`src/sv/cdr_pkg.sv`:
```
`timescale 1ns / 1ps

package cdr_pkg;

	localparam int MAX_MESSAGE_DEF = 512;

	localparam logic [7:0] FLAGS_HI     = 8'h81;
	localparam logic [7:0] FLAGS_LO     = 8'h80;
	localparam logic [7:0] NAME_PTR_HI  = 8'hC0;
	localparam logic [7:0] NAME_PTR_LO  = 8'h0C;
	localparam logic [7:0] RR_TYPE_A    = 8'h01;
	localparam logic [7:0] RR_CLASS_IN  = 8'h01;
	localparam logic [7:0] RDLENGTH_V4  = 8'h04;
	localparam int         HEADER_BYTES = 12;
	localparam int         ANSWER_BYTES = 16;

	localparam logic [31:0] ADDRESS_RESET = 32'hC0A8_0401;
	localparam logic [31:0] TTL_RESET     = 32'd60;

	localparam logic REG_ANSWER_ADDRESS = 1'b0;
	localparam logic REG_ANSWER_TTL     = 1'b1;

	typedef enum logic [2:0] {
		PH_HEADER,
		PH_LEN,
		PH_LABEL,
		PH_TAIL,
		PH_SWALLOW
	} phase_t;

	typedef struct packed {
		logic       valid;
		logic [7:0] data;
		logic       last;
		logic       drop;
		logic       ans;
	} res_t;

	function automatic logic [7:0] ans_byte(input logic [3:0] idx, input logic [31:0] ttl,
		input logic [31:0] addr);
		logic [7:0] b;
		case (idx)
			4'd0:    b = NAME_PTR_HI;
			4'd1:    b = NAME_PTR_LO;
			4'd2:    b = 8'h00;
			4'd3:    b = RR_TYPE_A;
			4'd4:    b = 8'h00;
			4'd5:    b = RR_CLASS_IN;
			4'd6:    b = ttl[31:24];
			4'd7:    b = ttl[23:16];
			4'd8:    b = ttl[15:8];
			4'd9:    b = ttl[7:0];
			4'd10:   b = 8'h00;
			4'd11:   b = RDLENGTH_V4;
			4'd12:   b = addr[31:24];
			4'd13:   b = addr[23:16];
			4'd14:   b = addr[15:8];
			default: b = addr[7:0];
		endcase
		return b;
	endfunction

endpackage

```
`src/sv/captive_dns_responder.sv`:
```
`timescale 1ns / 1ps

// Rewrites a DNS query, one byte per beat, into a captive-portal A-record
// response. Each query byte moves through an input register and then the
// response register. Header and question bytes map one-to-one onto
// response beats; the class byte closing the question is followed by the
// 16-byte answer, which the response register streams out from the answer
// sequencer, so that byte holds the input for 17 output beats. Bytes after
// the question, or after a drop beat, are consumed at one per cycle while
// the response register is free, with no output. A drop beat (out_drop,
// out_last, out_byte zero) tells the sink to discard the frame. Write
// answer_address and answer_ttl only while no frame is in flight.
module captive_dns_responder import cdr_pkg::*; #(
	parameter int MAX_MESSAGE = MAX_MESSAGE_DEF
) (
	input  logic        clk,
	input  logic        arst_n,
	input  logic        in_valid,
	output logic        in_ready,
	input  logic [7:0]  in_byte,
	input  logic        in_last,
	output logic        out_valid,
	input  logic        out_ready,
	output logic [7:0]  out_byte,
	output logic        out_last,
	output logic        out_drop,
	input  logic        cfg_we,
	input  logic        cfg_index,
	input  logic [31:0] cfg_data
);

	logic [31:0] address_q;
	logic [31:0] ttl_q;
	logic        out_valid_q;
	logic [7:0]  out_byte_q;
	logic        out_last_q;
	logic        out_drop_q;
	logic        ans_active_q;
	logic [3:0]  ans_idx_q;
	logic        out_free;
	logic        out_beat;
	res_t        res;

	assign out_beat = out_valid_q && out_ready;
	assign out_free = !ans_active_q && (!out_valid_q || out_ready);

	cdr_parse #(
		.MAX_MESSAGE(MAX_MESSAGE)
	) u_parse (
		.clk      (clk),
		.arst_n   (arst_n),
		.in_valid (in_valid),
		.in_ready (in_ready),
		.in_byte  (in_byte),
		.in_last  (in_last),
		.out_free (out_free),
		.res      (res)
	);

	always_ff @(posedge clk or negedge arst_n) begin
		if (!arst_n) begin
			address_q <= ADDRESS_RESET;
			ttl_q     <= TTL_RESET;
		end else if (cfg_we) begin
			unique case (cfg_index)
				REG_ANSWER_ADDRESS: address_q <= cfg_data;
				REG_ANSWER_TTL:     ttl_q     <= cfg_data;
				default:            ;
			endcase
		end
	end

	always_ff @(posedge clk or negedge arst_n) begin
		if (!arst_n) begin
			out_valid_q  <= 1'b0;
			ans_active_q <= 1'b0;
			ans_idx_q    <= '0;
		end else if (res.valid) begin
			out_valid_q  <= 1'b1;
			ans_active_q <= res.ans;
			ans_idx_q    <= '0;
		end else if (out_beat) begin
			out_valid_q <= ans_active_q;
			if (ans_active_q) begin
				ans_idx_q <= ans_idx_q + 4'd1;
				if (ans_idx_q == 4'(ANSWER_BYTES - 1))
					ans_active_q <= 1'b0;
			end
		end
	end

	always_ff @(posedge clk) begin
		if (res.valid) begin
			out_byte_q <= res.data;
			out_last_q <= res.last;
			out_drop_q <= res.drop;
		end else if (out_beat && ans_active_q) begin
			out_byte_q <= ans_byte(ans_idx_q, ttl_q, address_q);
			out_last_q <= (ans_idx_q == 4'(ANSWER_BYTES - 1));
			out_drop_q <= 1'b0;
		end
	end

	assign out_valid = out_valid_q;
	assign out_byte  = out_byte_q;
	assign out_last  = out_last_q;
	assign out_drop  = out_drop_q;

`ifndef SYNTHESIS
	a_drop_beat: assert property (@(posedge clk) disable iff (!arst_n)
		out_valid_q && out_drop_q |-> out_last_q && out_byte_q == 8'h00)
		else $error("drop beat is not a zero last beat");

	a_ans_refill: assert property (@(posedge clk) disable iff (!arst_n)
		out_beat && ans_active_q |=> out_valid_q && !out_drop_q)
		else $error("answer sequence lost a beat");

	a_ans_idle: assert property (@(posedge clk) disable iff (!arst_n)
		!ans_active_q |-> ans_idx_q == 4'd0 || ans_idx_q == 4'(ANSWER_BYTES))
		else $error("answer index left mid-sequence");

	a_ans_stall: assert property (@(posedge clk) disable iff (!arst_n)
		ans_active_q |-> !res.valid)
		else $error("parser advanced during answer");
`endif

endmodule

```
`src/sv/cdr_parse.sv`:
```
`timescale 1ns / 1ps

module cdr_parse import cdr_pkg::*; #(
	parameter int MAX_MESSAGE = MAX_MESSAGE_DEF
) (
	input  logic       clk,
	input  logic       arst_n,
	input  logic       in_valid,
	output logic       in_ready,
	input  logic [7:0] in_byte,
	input  logic       in_last,
	input  logic       out_free,
	output res_t       res
);

	localparam int POS_W = $clog2(MAX_MESSAGE + 1);
	localparam logic [POS_W-1:0] POS_LIMIT = POS_W'(MAX_MESSAGE - ANSWER_BYTES);
	localparam logic [POS_W-1:0] POS_HDR_END = POS_W'(HEADER_BYTES - 1);

	logic             v_s1;
	logic [7:0]       byte_s1;
	logic             last_s1;
	logic             advance;

	logic [POS_W-1:0] pos_q, pos_d, pos_inc;
	phase_t           phase_q, phase_d;
	logic [7:0]       label_q, label_d, label_dec;
	logic [7:0]       qch_q, qch_d;
	logic [1:0]       tail_q, tail_d;
	logic [7:0]       hdr_byte;
	logic             tail_done;

	assign advance  = v_s1 && out_free;
	assign in_ready = !v_s1 || advance;

	always_ff @(posedge clk or negedge arst_n) begin
		if (!arst_n) begin
			v_s1 <= 1'b0;
		end else if (in_ready) begin
			v_s1 <= in_valid;
		end
	end

	always_ff @(posedge clk) begin
		if (in_ready && in_valid) begin
			byte_s1 <= in_byte;
			last_s1 <= in_last;
		end
	end

	always_ff @(posedge clk or negedge arst_n) begin
		if (!arst_n) begin
			pos_q   <= '0;
			phase_q <= PH_HEADER;
			label_q <= '0;
			qch_q   <= '0;
			tail_q  <= '0;
		end else if (advance) begin
			pos_q   <= pos_d;
			phase_q <= phase_d;
			label_q <= label_d;
			qch_q   <= qch_d;
			tail_q  <= tail_d;
		end
	end

	always_comb begin
		pos_inc   = (pos_q == '1) ? pos_q : pos_q + POS_W'(1);
		label_dec = label_q - 8'd1;
		pos_d     = pos_inc;
		phase_d   = phase_q;
		label_d   = label_q;
		qch_d     = qch_q;
		tail_d    = tail_q;
		tail_done = 1'b0;
		res       = '0;

		hdr_byte = byte_s1;
		if (pos_q == POS_W'(2))
			hdr_byte = FLAGS_HI;
		else if (pos_q == POS_W'(3))
			hdr_byte = FLAGS_LO;
		else if (pos_q == POS_W'(6) || (pos_q >= POS_W'(8) && pos_q <= POS_HDR_END))
			hdr_byte = 8'h00;
		else if (pos_q == POS_W'(7))
			hdr_byte = 8'h01;

		if (phase_q == PH_SWALLOW) begin
			if (last_s1) begin
				phase_d = PH_HEADER;
				pos_d   = '0;
			end
		end else if (phase_q == PH_HEADER) begin
			if (last_s1) begin
				res     = '{valid: 1'b1, data: 8'h00, last: 1'b1, drop: 1'b1, ans: 1'b0};
				phase_d = PH_HEADER;
				pos_d   = '0;
			end else if (pos_q == POS_W'(5) && qch_q == 8'h00 && byte_s1 == 8'h00) begin
				res     = '{valid: 1'b1, data: 8'h00, last: 1'b1, drop: 1'b1, ans: 1'b0};
				phase_d = PH_SWALLOW;
			end else begin
				if (pos_q == POS_W'(4))
					qch_d = byte_s1;
				if (pos_q >= POS_HDR_END)
					phase_d = PH_LEN;
				res = '{valid: 1'b1, data: hdr_byte, last: 1'b0, drop: 1'b0, ans: 1'b0};
			end
		end else if (pos_q >= POS_LIMIT) begin
			res = '{valid: 1'b1, data: 8'h00, last: 1'b1, drop: 1'b1, ans: 1'b0};
			if (last_s1) begin
				phase_d = PH_HEADER;
				pos_d   = '0;
			end else begin
				phase_d = PH_SWALLOW;
			end
		end else begin
			unique case (phase_q)
				PH_LEN: begin
					if (byte_s1 == 8'h00) begin
						phase_d = PH_TAIL;
						tail_d  = '0;
					end else begin
						label_d = byte_s1;
						phase_d = PH_LABEL;
					end
				end
				PH_LABEL: begin
					label_d = label_dec;
					if (label_dec == 8'h00)
						phase_d = PH_LEN;
				end
				PH_TAIL: begin
					if (tail_q == 2'd3) begin
						tail_done = 1'b1;
						tail_d    = '0;
						res = '{valid: 1'b1, data: byte_s1, last: 1'b0, drop: 1'b0, ans: 1'b1};
						if (last_s1) begin
							phase_d = PH_HEADER;
							pos_d   = '0;
						end else begin
							phase_d = PH_SWALLOW;
						end
					end else begin
						tail_d = tail_q + 2'd1;
					end
				end
				default: phase_d = PH_HEADER;
			endcase
			if (!tail_done) begin
				if (last_s1) begin
					res     = '{valid: 1'b1, data: 8'h00, last: 1'b1, drop: 1'b1, ans: 1'b0};
					phase_d = PH_HEADER;
					pos_d   = '0;
				end else begin
					res = '{valid: 1'b1, data: byte_s1, last: 1'b0, drop: 1'b0, ans: 1'b0};
				end
			end
		end

		res.valid = res.valid && advance;
	end

endmodule

```
`config.mk`:
```
export PLATFORM = sky130hd
export DESIGN_NAME = captive_dns_responder
export DESIGN_NICKNAME = d
export VERILOG_FILES = /design/src/sv/cdr_pkg.sv /design/src/sv/captive_dns_responder.sv /design/src/sv/cdr_parse.sv
export SDC_FILE = /design/constraint.sdc
export NUM_CORES = 1
export LEC_CHECK = 0
export ABC_AREA = 1
export BUFFER_PORTS_ARGS = -buffer_cell sky130_fd_sc_hd__buf_4
export CAP_MARGIN = 10
export CELL_PAD_IN_SITES_DETAIL_PLACEMENT = 0
export CELL_PAD_IN_SITES_GLOBAL_PLACEMENT = 1
export CORE_UTILIZATION = 30
export CTS_BUF_LIST = sky130_fd_sc_hd__clkbuf_16
export CTS_CLUSTER_SIZE = 30
export DETAILED_ROUTE_END_ITERATION = 16
export HOLD_SLACK_MARGIN = 0.15
export PLACE_DENSITY = 0.63
export SKIP_LAST_GASP = 1
export SLEW_MARGIN = 15
export SYNTH_ARGS = -nofsm -noshare
export SYNTH_HDL_FRONTEND = slang
export SYNTH_SLANG_ARGS = --single-unit
```
`constraint.sdc`:
```
create_clock -name clk -period 5.6 [get_ports clk]
set_input_delay 0.84 -clock clk [delete_from_list [all_inputs] [get_ports clk]]
set_output_delay 0.84 -clock clk [all_outputs]
set_load 0.005 [all_outputs]
```
# Yosys cells after proc, flatten, opt, wreduce, memory -nomap -nowiden

Cells that the tools add are included.

$add $sub $neg: 4
$lt $le $gt $ge: 4
Equality and inequality tests: 31
Muxes and demuxes: 62
Bitwise operators: 6
Reduce and logical (&&, ||, !) cells: 34

Operators with widths:

| cell                  | count |
|---|---|
| $pmux 8 s12           | 1 |
| $mux 10               | 9 |
| $mux 12               | 7 |
| $mux 8                | 7 |
| $eq 10x3->1 const B   | 4 |
| $mux 3                | 12 |
| $eq 4x4->1 const B    | 8 |
| $logic_not 8->1       | 3 |
| $mux 11               | 2 |
| $eq 10x2->1 const B   | 2 |
| $ge 10x4->1 const B   | 2 |
| $reduce_and 6->1      | 3 |
| $eq 4x3->1 const B    | 4 |
| $mux 1                | 16 |
| $pmux 8 s2            | 1 |
| $mux 4                | 3 |
| $add 10x1->10 const B | 1 |
| $eq 10x10->1 const B  | 1 |
| $ge 10x9->1 const B   | 1 |
| $le 10x4->1 const B   | 1 |
| $reduce_bool 2->1     | 5 |
| $logic_and 1x1->1     | 9 |
| $pmux 3 s3            | 1 |
| $eq 4x2->1 const B    | 2 |
| 22 further kinds      | 36 |

Flip-flop bits (word level): 121
Output and inout bits: 12
Word-level logic and storage cells: 157

# Longest topological paths before layout

Gate-level depths: netlist of the first run.

Depth after elaboration: 13
Mapped depth: 15

# By module

A second synthesis of the first run with hierarchy kept.

Cells, all modules: 882
Area, all modules: 6795.3 µm²

Modules (own cells, without submodules):

| module                | instances | cells an instance | area an instance (µm²) | seq. area each (µm²) |
|---|---|---|---|---|
| captive_dns_responder | 1         | 516               | 4106.4                 | 2065.7 |
| cdr_parse             | 1         | 366               | 2688.8                 | 1071.0 |

# Worst setup path before layout of the first run

Ideal clock, no wire load.

Path kind: input-to-reg
From: in out_ready
To: reg out_byte_q[0], in the netlist out_byte[0] (enable)
Library setup time: 0.339 ns
Arrival: 1.612 ns
Path slack: 3.648 ns
Cell stages on the path: 8
Buffers on the path: 0
Path through: inv_1 > nand2_2 > nand3_2 > inv_2 > nand2_1 > inv_1 > nor2_1 > inv_1

Word-level cells in the longest chain between the ends: 5
Elaborated cells on any way between the ends: 7

RTL lines:

| what                                 | RTL line                    | text |
|---|---|---|
| from (decl)                          | captive_dns_responder.sv:23 | `input logic out_ready,` |
| $logic_or 1x1->1                     | captive_dns_responder.sv:45 | `assign out_free = !ans_active_q && (!out_valid_q \|\| out_ready);` |
| $logic_and 1x1->1                    | captive_dns_responder.sv:45 |  |
| $logic_and 1x1->1                    | cdr_parse.sv:33             | `assign advance = v_s1 && out_free;` |
| $logic_and 1x1->1                    | cdr_parse.sv:160            | `res.valid = res.valid && advance;` |
| $reduce_bool 2->1 (no source line) * | -                           |  |
| to (signal assigned)                 | captive_dns_responder.sv:94 | `out_byte_q <= res.data;` |
| to (signal assigned)                 | captive_dns_responder.sv:98 | `out_byte_q <= ans_byte(ans_idx_q, ttl_q, address_q);` |
| to (decl)                            | captive_dns_responder.sv:35 | `logic [7:0] out_byte_q;` |

Mark *: on every way between the ends. The rest lies on a longest branch, timed or not.
A chain may end at the register's enable or synchronous reset.

# Worst setup path after layout of the first run

From: in out_ready
To: reg out_byte_q[7], in the netlist out_byte[7] (enable)

The elaborated chain is that of the path after synthesis.

==> results of run 1 <==
==> synth_stat cells, types with 2 or more instances <==
library cell	count
a211oi_1	4
nand4_1	10
nor3_1	6
o21ai_0	90
nand3_2	2
o21ai_1	15
a221oi_1	2
ha_1	11
nand3b_1	2
inv_2	7
nor2_1	58
nor2_4	4
o211ai_1	5
o21ai_2	2
inv_1	88
buf_2	2
nor2_2	2
xor2_1	3
a22oi_1	3
dfrtp_1	91
a21oi_1	18
nor4_1	2
nand3_1	42
o31ai_1	2
nand4_4	2
nand2_2	3
edfxtp_1	19
nand2_1	208
o22ai_1	3
clkbuf_1	14
dfstp_2	11
==> per-layer routing <==
layer  routed length (um)  global-route usage (%)
met2                 7820                    27.9
met5                    0                       0
met3                  635                    3.70
met4                  343                    7.67
met1                 7430                    21.6
==> state kept, by name (all words and copies together) (netlist names), 2 cells and up <==
| signal | count |
|---|---|
| u_parse.pos_q | 10 |
| ttl_q | 32 |
| address_q | 32 |
| u_parse.qch_q | 8 |
| u_parse.phase_q | 3 |
| u_parse.tail_q | 2 |
| u_parse.byte_s1 | 8 |
| ans_idx_q | 4 |
| u_parse.label_q | 8 |
| out_byte | 8 |
==> power by group through the flow <==
stage | Combinational (W) | Sequential (W) | Clock (W)
floorplan | 0.000669 | 0.00126 | 0
global placement | 0.000938 | 0.00131 | 0
detailed placement | 0.000956 | 0.00131 | 0
CTS | 0.000960 | 0.00130 | 0.00117
global route | 0.00110 | 0.00132 | 0.00121
finish | 0.000950 | 0.00130 | 0.00115
==> cells by family (layout without fill, tap and decap cells) <==
logic type | Yosys count | count (layout)
simple gates | 342 | 342
compound gates | 148 | 148
fa+ha+maj | 11 | 11
xor+xnor | 3 | 3
flops | 121 | 121
buf+inv | 114 | 188
==> per-stage QoR <==
stage | hold slack (ps) | utilization (%)
6_report | 482 | 37.6
4_1_cts | 487 | 37.6
3_3_place_gp | 469 | 34.4
3_5_place_dp | 474 | 34.4
2_1_floorplan | 453 | -
5_1_grt | 494 | 37.6
==> worst paths after layout <==
kind | slack [ps] | to | from | cells past startpoint
hold reg to reg | 480 | address_q[12]$_DFFE_PN0P_ | address_q[12]$_DFFE_PN0P_ | 2
setup / recovery | 3210 | out_byte[7]$_DFFE_PP_ | out_ready | 9
max in group asynchronous | 4010 | ttl_q[10]$_DFFE_PN0P_ | arst_n | 2
setup reg to reg | 3280 | out_byte[7]$_DFFE_PP_ | ans_active_q$_DFFE_PN0P_ | 7
hold / removal | 480 | address_q[12]$_DFFE_PN0P_ | address_q[12]$_DFFE_PN0P_ | 2
min in group asynchronous | 490 | u_parse.pos_q[0]$_DFFE_PN0P_ | arst_n | 1
==> final cells by class <==
class	instances	area share (%)
timing repair buffer	60	6.11
sequential	121	42.6
inverter	96	4.89
tap	265	4.50
multi-input combinational	504	33.5
clock inverter	14	2.33
clock buffer	18	6.11
==> worst register-to-register path: cells and delay by family (launching register included) <==
kind	cells	cell delay, ps
flip-flops	1	370
buffers and inverters	4	1030
AND/OR/NAND/NOR	3	560
==> results by group, run 1 <==
Run status
  • Run status: finished clean

Yosys
  • Count of warnings emitted by yosys: 0
  • Post-synthesis area per instance: 8.18 um2
  • Top cell type by total area after synthesis: dfrtp_1
  • Proportion of synthesized chip area in sequential cells: 51.9%
  • Leading post-synthesis cells by cell area: dfrtp_1 (38%), nand2_1 (13%), edfxtp_1 (9.4%), o21ai_0 (7.5%), inv_1 (5.5%)
  • Xor-xnor portion of the synthesized cell area: 0.435%
  • Area fraction in and, or, nand and nor cells after synthesis: 24.5%
  • Multiplexer share of the synthesized area: 0%
  • Combinational family with the most area after synthesis: simple AND/OR/NAND/NOR gates
  • Share of Yosys cell area claimed by the top area cell type: 37.7%
  • Adder-cell share of the synthesized area: 2.28%
  • Post-synth net total: 797
  • Number of instances in the synthesized netlist: 739
  • EDFF count, synth: 19
  • Post-synthesis async set-or-reset flop share: 84.3%
  • Compound-Gate Fraction of Synth Area: 13.6%
  • Primary flip-flop cell chosen by synthesis mapping: dfrtp_1
  • Number of distinct library cells after synthesis: 39
  • Post-synthesis cell area: 6050 um2
  • Flops & latches, synth: 121

Critical path
  • Worst setup path category: input pin to flop
  • Critical Path End Type: flop
  • Stage delay of the slowest cell on the critical path: 390 ps
  • Buffering stage count on the worst path with inverters included: 5
  • Kind of cell with the highest combined delay on the critical path: buffers and inverters
  • Peak fanout along the critical path: 14
  • Element type at the critical path start: input pin
  • Cell repeated most along the worst path: inv_1
  • Ordered cell list for the critical path: buf_4 -> inv_1 -> nand2_2 -> nand3_2 -> inv_2 -> nand2_1 -> inv_1 -> nor2_1 -> inv_1
  • Req. time, crit path: 5670 ps
  • Crit path arrival time: 2460 ps
  • Worst-path cell with the longest stage delay: inv_1

Drt
  • Total wire length after detailed routing: 16200 um
  • Post-DR vias/cell: 4.71
  • DRC violation count after routing: 0
  • Vias: 5080
  • Number of violations reported at the end of detailed-routing iteration 0: 304
  • Post-DR wirelength/cell: 15.1 um
  • First-pass iteration count of the detailed router: 5
  • Antenna viol nets, final: 0

Cells and area
  • Most frequent cells in the layout: nand2_1 (206), dfrtp_1 (91), o21ai_0 (90), inv_1 (88), buf_4 (60)
  • Post-route cell area: 7370 um2
  • Area growth from synthesis to layout: 21.9%
  • Area taken by multi-input logic gates: 2470 um2
  • Fraction of layout instances using a drive strength above 1: 16.0%
  • Number of diodes: 0
  • Number of fill cells in the layout: 2041
  • Register area: 3140 um2
  • Most common cell after layout, fill and taps aside: nand2_1
  • Layout net count: 858
  • Layout Cells excl Fill: 1078

GRT
  • Largest net degree at the start of global routing: 65
  • Via count of the first global-routing pass: 5117
  • Global-route wire length before repair: 26600 um
  • Combined global-route utilization of all metal layers: 17.1%
  • Number of antenna violations at the first check in global routing: 0
  • Congestion Overflow GR: 0

Floorplanning
  • Row cnt: 51
  • Area inside the core boundary: 19600 um2
  • Die outline height: 144 um
  • Effective utilization at floorplan: 30.9%
  • Chip width: 144 um
  • Area of the die: 20700 um2
  • Top-level I/O count: 59

Power
  • Combinational power share: 28.0%
  • Clock power share: 33.8%
  • Lkg Pwr: 3.50 nW
  • Power Total: 0.00339 W
  • Switching pwr: 0.00119 W
  • Sequential cell fraction of total power: 38.2%
  • Pwr per Cell Area: 461 nW/um2
  • Switching fraction of total power: 35.1%
  • Peak supply drop: 0.229 mV
  • Int Pwr: 0.00220 W

Clocking
  • Buffer levels on the longest clock path: 2
  • Clock sinks: 121
  • Root Buffer: clkbuf_16
  • TritonCTS Buffers: 17
  • TritonCTS clock tree: yes
  • Number of hold-repair buffers added at the cts stage: 0
  • H-tree levels: 4
  • Post-CTS Resized: 0
  • Reg clk slew, reported paths: 60 ps
  • Clk Latency, worst-skew pair: 420 ps
  • Setup Buffers After CTS: 0

Placement
  • Inst Count DP: 1046
  • Pre-CTS setup slack: 2780 ps
  • Total cell area at the placement stage: 6750 um2
  • Half-perimeter wire length of the detailed placement result: 11800 um
  • Count of port buffers added during placement: 58
  • Last weighted congestion value of the routability-driven placer: 0.843

Run
  • Max_cap viols: 0

Timing
  • Setup TNS: 0 ps
  • Final Skew: 9.55 ps
  • Worst Slack Setup Final: 3210 ps
  • Headroom to the max-slew limit: 28.3%
  • Shortest clock period the worst path allows after layout: 2390 ps
  • Final Hold Viols: 0
  • Post-route fraction of the period consumed by the critical path: 42.7%
  • Highest clock frequency the design can meet: 418 MHz
  • Max-slew violation count: 0
  • Slew of the pin with the lowest slew margin: 1070 ps
  • Setup-failing EPs final: 0
  • Setup repair after global routing missed its margin: no

Min path
  • Worst min-delay path class: flop to flop
Power figures use the tool's default switching activity.
==> run 2, diff against run 1 <==
- clock period: 5.6 -> 2.5 ns (I/O delays scaled with it)
==> run 2 against run 1 <==
  * Die area did not move
  * Sequential cell count did not move
  * Routed wire length fell by 1.5%
  * Combinational power rose by 130%
  * Final area rose by 1.2%
  * Cell count rose by 1.3%
  * Clock power rose by 100%
  * Power rose by 120%
  * Critical endpoint is now out_byte[6]$_DFFE_PP_
==> results by group, run 2 (synthesized netlist as in run 1, its figures left out) <==
Run status
  • Run status: finished clean

Timing
  • Setup-failing EPs final: 0
  • Final Hold Viols: 0
  • Highest clock frequency the design can meet: 476 MHz
  • Final Skew: 7.08 ps
  • Headroom to the max-slew limit: 32.8%
  • Worst Slack Setup Final: 401 ps
  • Max-slew violation count: 0
  • Setup TNS: 0 ps
  • Shortest clock period the worst path allows after layout: 2100 ps
  • Setup repair after global routing missed its margin: no
  • Post-route fraction of the period consumed by the critical path: 84.0%
  • Slew of the pin with the lowest slew margin: 1010 ps

Cells and area
  • Number of diodes: 0
  • Fraction of layout instances using a drive strength above 1: 15.7%
  • Most common cell after layout, fill and taps aside: nand2_1
  • Layout net count: 872
  • Most frequent cells in the layout: nand2_1 (206), inv_1 (91), dfrtp_1 (91), o21ai_0 (90), buf_4 (62)
  • Area growth from synthesis to layout: 23.4%
  • Registers with the most flip-flops: address_q (32), ttl_q (32), u_parse.pos_q (10)

Drt
  • Number of violations reported at the end of detailed-routing iteration 0: 289
  • First-pass iteration count of the detailed router: 5
  • Post-DR wirelength/cell: 14.6 um
  • Antenna viol nets, final: 0
  • Post-DR vias/cell: 4.63
  • Vias: 5051
  • Total wire length after detailed routing: 16000 um
  • DRC violation count after routing: 0

Critical path
  • Setup slack of the worst register-to-register path: 400 ps
  • Req. time, crit path: 2660 ps
  • Reg2Reg Launch Point: ans_idx_q[0]$_DFFE_PN0P_
  • Worst setup path category: flop to flop
  • Worst-case reg-to-reg path depth: 10
  • Crit path arrival time: 2260 ps
  • Critical Path End Type: flop
  • Reg2reg end: out_byte[6]$_DFFE_PP_
  • Peak fanout along the critical path: 8
  • Element type at the critical path start: flop

GRT
  • Via count of the first global-routing pass: 5041
  • Number of antenna violations at the first check in global routing: 0
  • Combined global-route utilization of all metal layers: 16.8%
  • Largest net degree at the start of global routing: 65
  • Congestion Overflow GR: 0
  • Global-route wire length before repair: 26100 um

Placement
  • Count of port buffers added during placement: 58
  • Last weighted congestion value of the routability-driven placer: 0.860
  • Half-perimeter wire length of the detailed placement result: 12000 um
  • Pre-CTS setup slack: 383 ps

Clocking
  • Reg clk slew, reported paths: 60 ps
  • H-tree levels: 4
  • Post-CTS Resized: 0
  • Root Buffer: clkbuf_16
  • Buffer levels on the longest clock path: 2
  • Clock sinks: 121
  • Setup Buffers After CTS: 0
  • TritonCTS clock tree: yes
  • Number of hold-repair buffers added at the cts stage: 10
  • Clk Latency, worst-skew pair: 410 ps
  • TritonCTS Buffers: 17

Min path
  • Min-Delay Endpoint: u_parse.v_s1$_DFFE_PN0N_
  • Worst min-delay path class: input pin to flop
  • Cells on Worst Hold Path: 3
  • Worst Hold Launch: in_valid

Power
  • Lkg Pwr: 3.54 nW
  • Pwr per Cell Area: 992 nW/um2
  • Peak supply drop: 0.448 mV

Floorplanning
  • Top-level I/O count: 59
  • Row cnt: 51
  • Area of the die: 20700 um2
  • Area inside the core boundary: 19600 um2
  • Die outline height: 144 um
  • Chip width: 144 um
  • Effective utilization at floorplan: 30.9%

Run
  • Max_cap viols: 0
==> run 2: how the worst max path moves through the flow <==
stage,start,end
6_report,ans_idx_q[0]$_DFFE_PN0P_,out_byte[6]$_DFFE_PP_
5_1_grt,ans_idx_q[0]$_DFFE_PN0P_,out_byte[6]$_DFFE_PP_
4_1_cts,ans_idx_q[0]$_DFFE_PN0P_,out_byte[6]$_DFFE_PP_
3_5_place_dp,ans_idx_q[0]$_DFFE_PN0P_,out_byte[6]$_DFFE_PP_
3_3_place_gp,ans_idx_q[0]$_DFFE_PN0P_,out_byte[4]$_DFFE_PP_
2_1_floorplan,ans_idx_q[0]$_DFFE_PN0P_,out_byte[6]$_DFFE_PP_
==> run 2: layout make-up <==
type | count | area, um2
multi-input cells | 504 | 2470
repair buffers | 74 | 606
inverters | 96 | 360
fillers | 2050 | 12100
clock inverters | 14 | 108
flip-flops and latches | 121 | 3140
clock buffers | 18 | 450
well taps | 265 | 332
==> run 2: stage by stage <==
step / power [W] / util [%] / hold slack [ps] / instances / cell area [um2]
after floorplan: 0.00431 / - / 79.4 / 739 / 6050
after global placement: 0.00511 / 34.7 / 419 / 1050 / 6800
after detailed placement: 0.00513 / 34.7 / 425 / 1050 / 6800
after CTS: 0.00749 / 38.1 / 161 / 1092 / 7460
after global routing: 0.00789 / 38.1 / 193 / 1092 / 7460
final: 0.00740 / 38.1 / 178 / 1092 / 7460
==> run 2: where the power goes <==
group	switching (W)	leakage, nW	total, W	internal [W]
logic	0.00139	1.82	0.00219	0.000799
registers	0.000356	1.44	0.00291	0.00255
clock network	0.000897	0.282	0.00230	0.00141
total	0.00264	3.54	0.00740	0.00476
==> run 2: worst max-delay path, cell delays in order (launching register included) <==
cell and delay, ps:
dfrtp_1 390, inv_1 110, ha_1 320, nand3_1 120
inv_1 150, nand2_1 100, nand2_1 50, nor3_1 360
nand2_1 100, o211ai_1 90, nand2_1 70
==> run 2: layer usage <==
metal  GRT usage [%]  routed length (um)  vias to the layer above
met2            26.2                7450                      106
met5               0                   0                        -
met4            7.28                 399                        0
met3            3.83                 667                       26
met1            22.1                7470                     2354
li1                -                   -                     2565
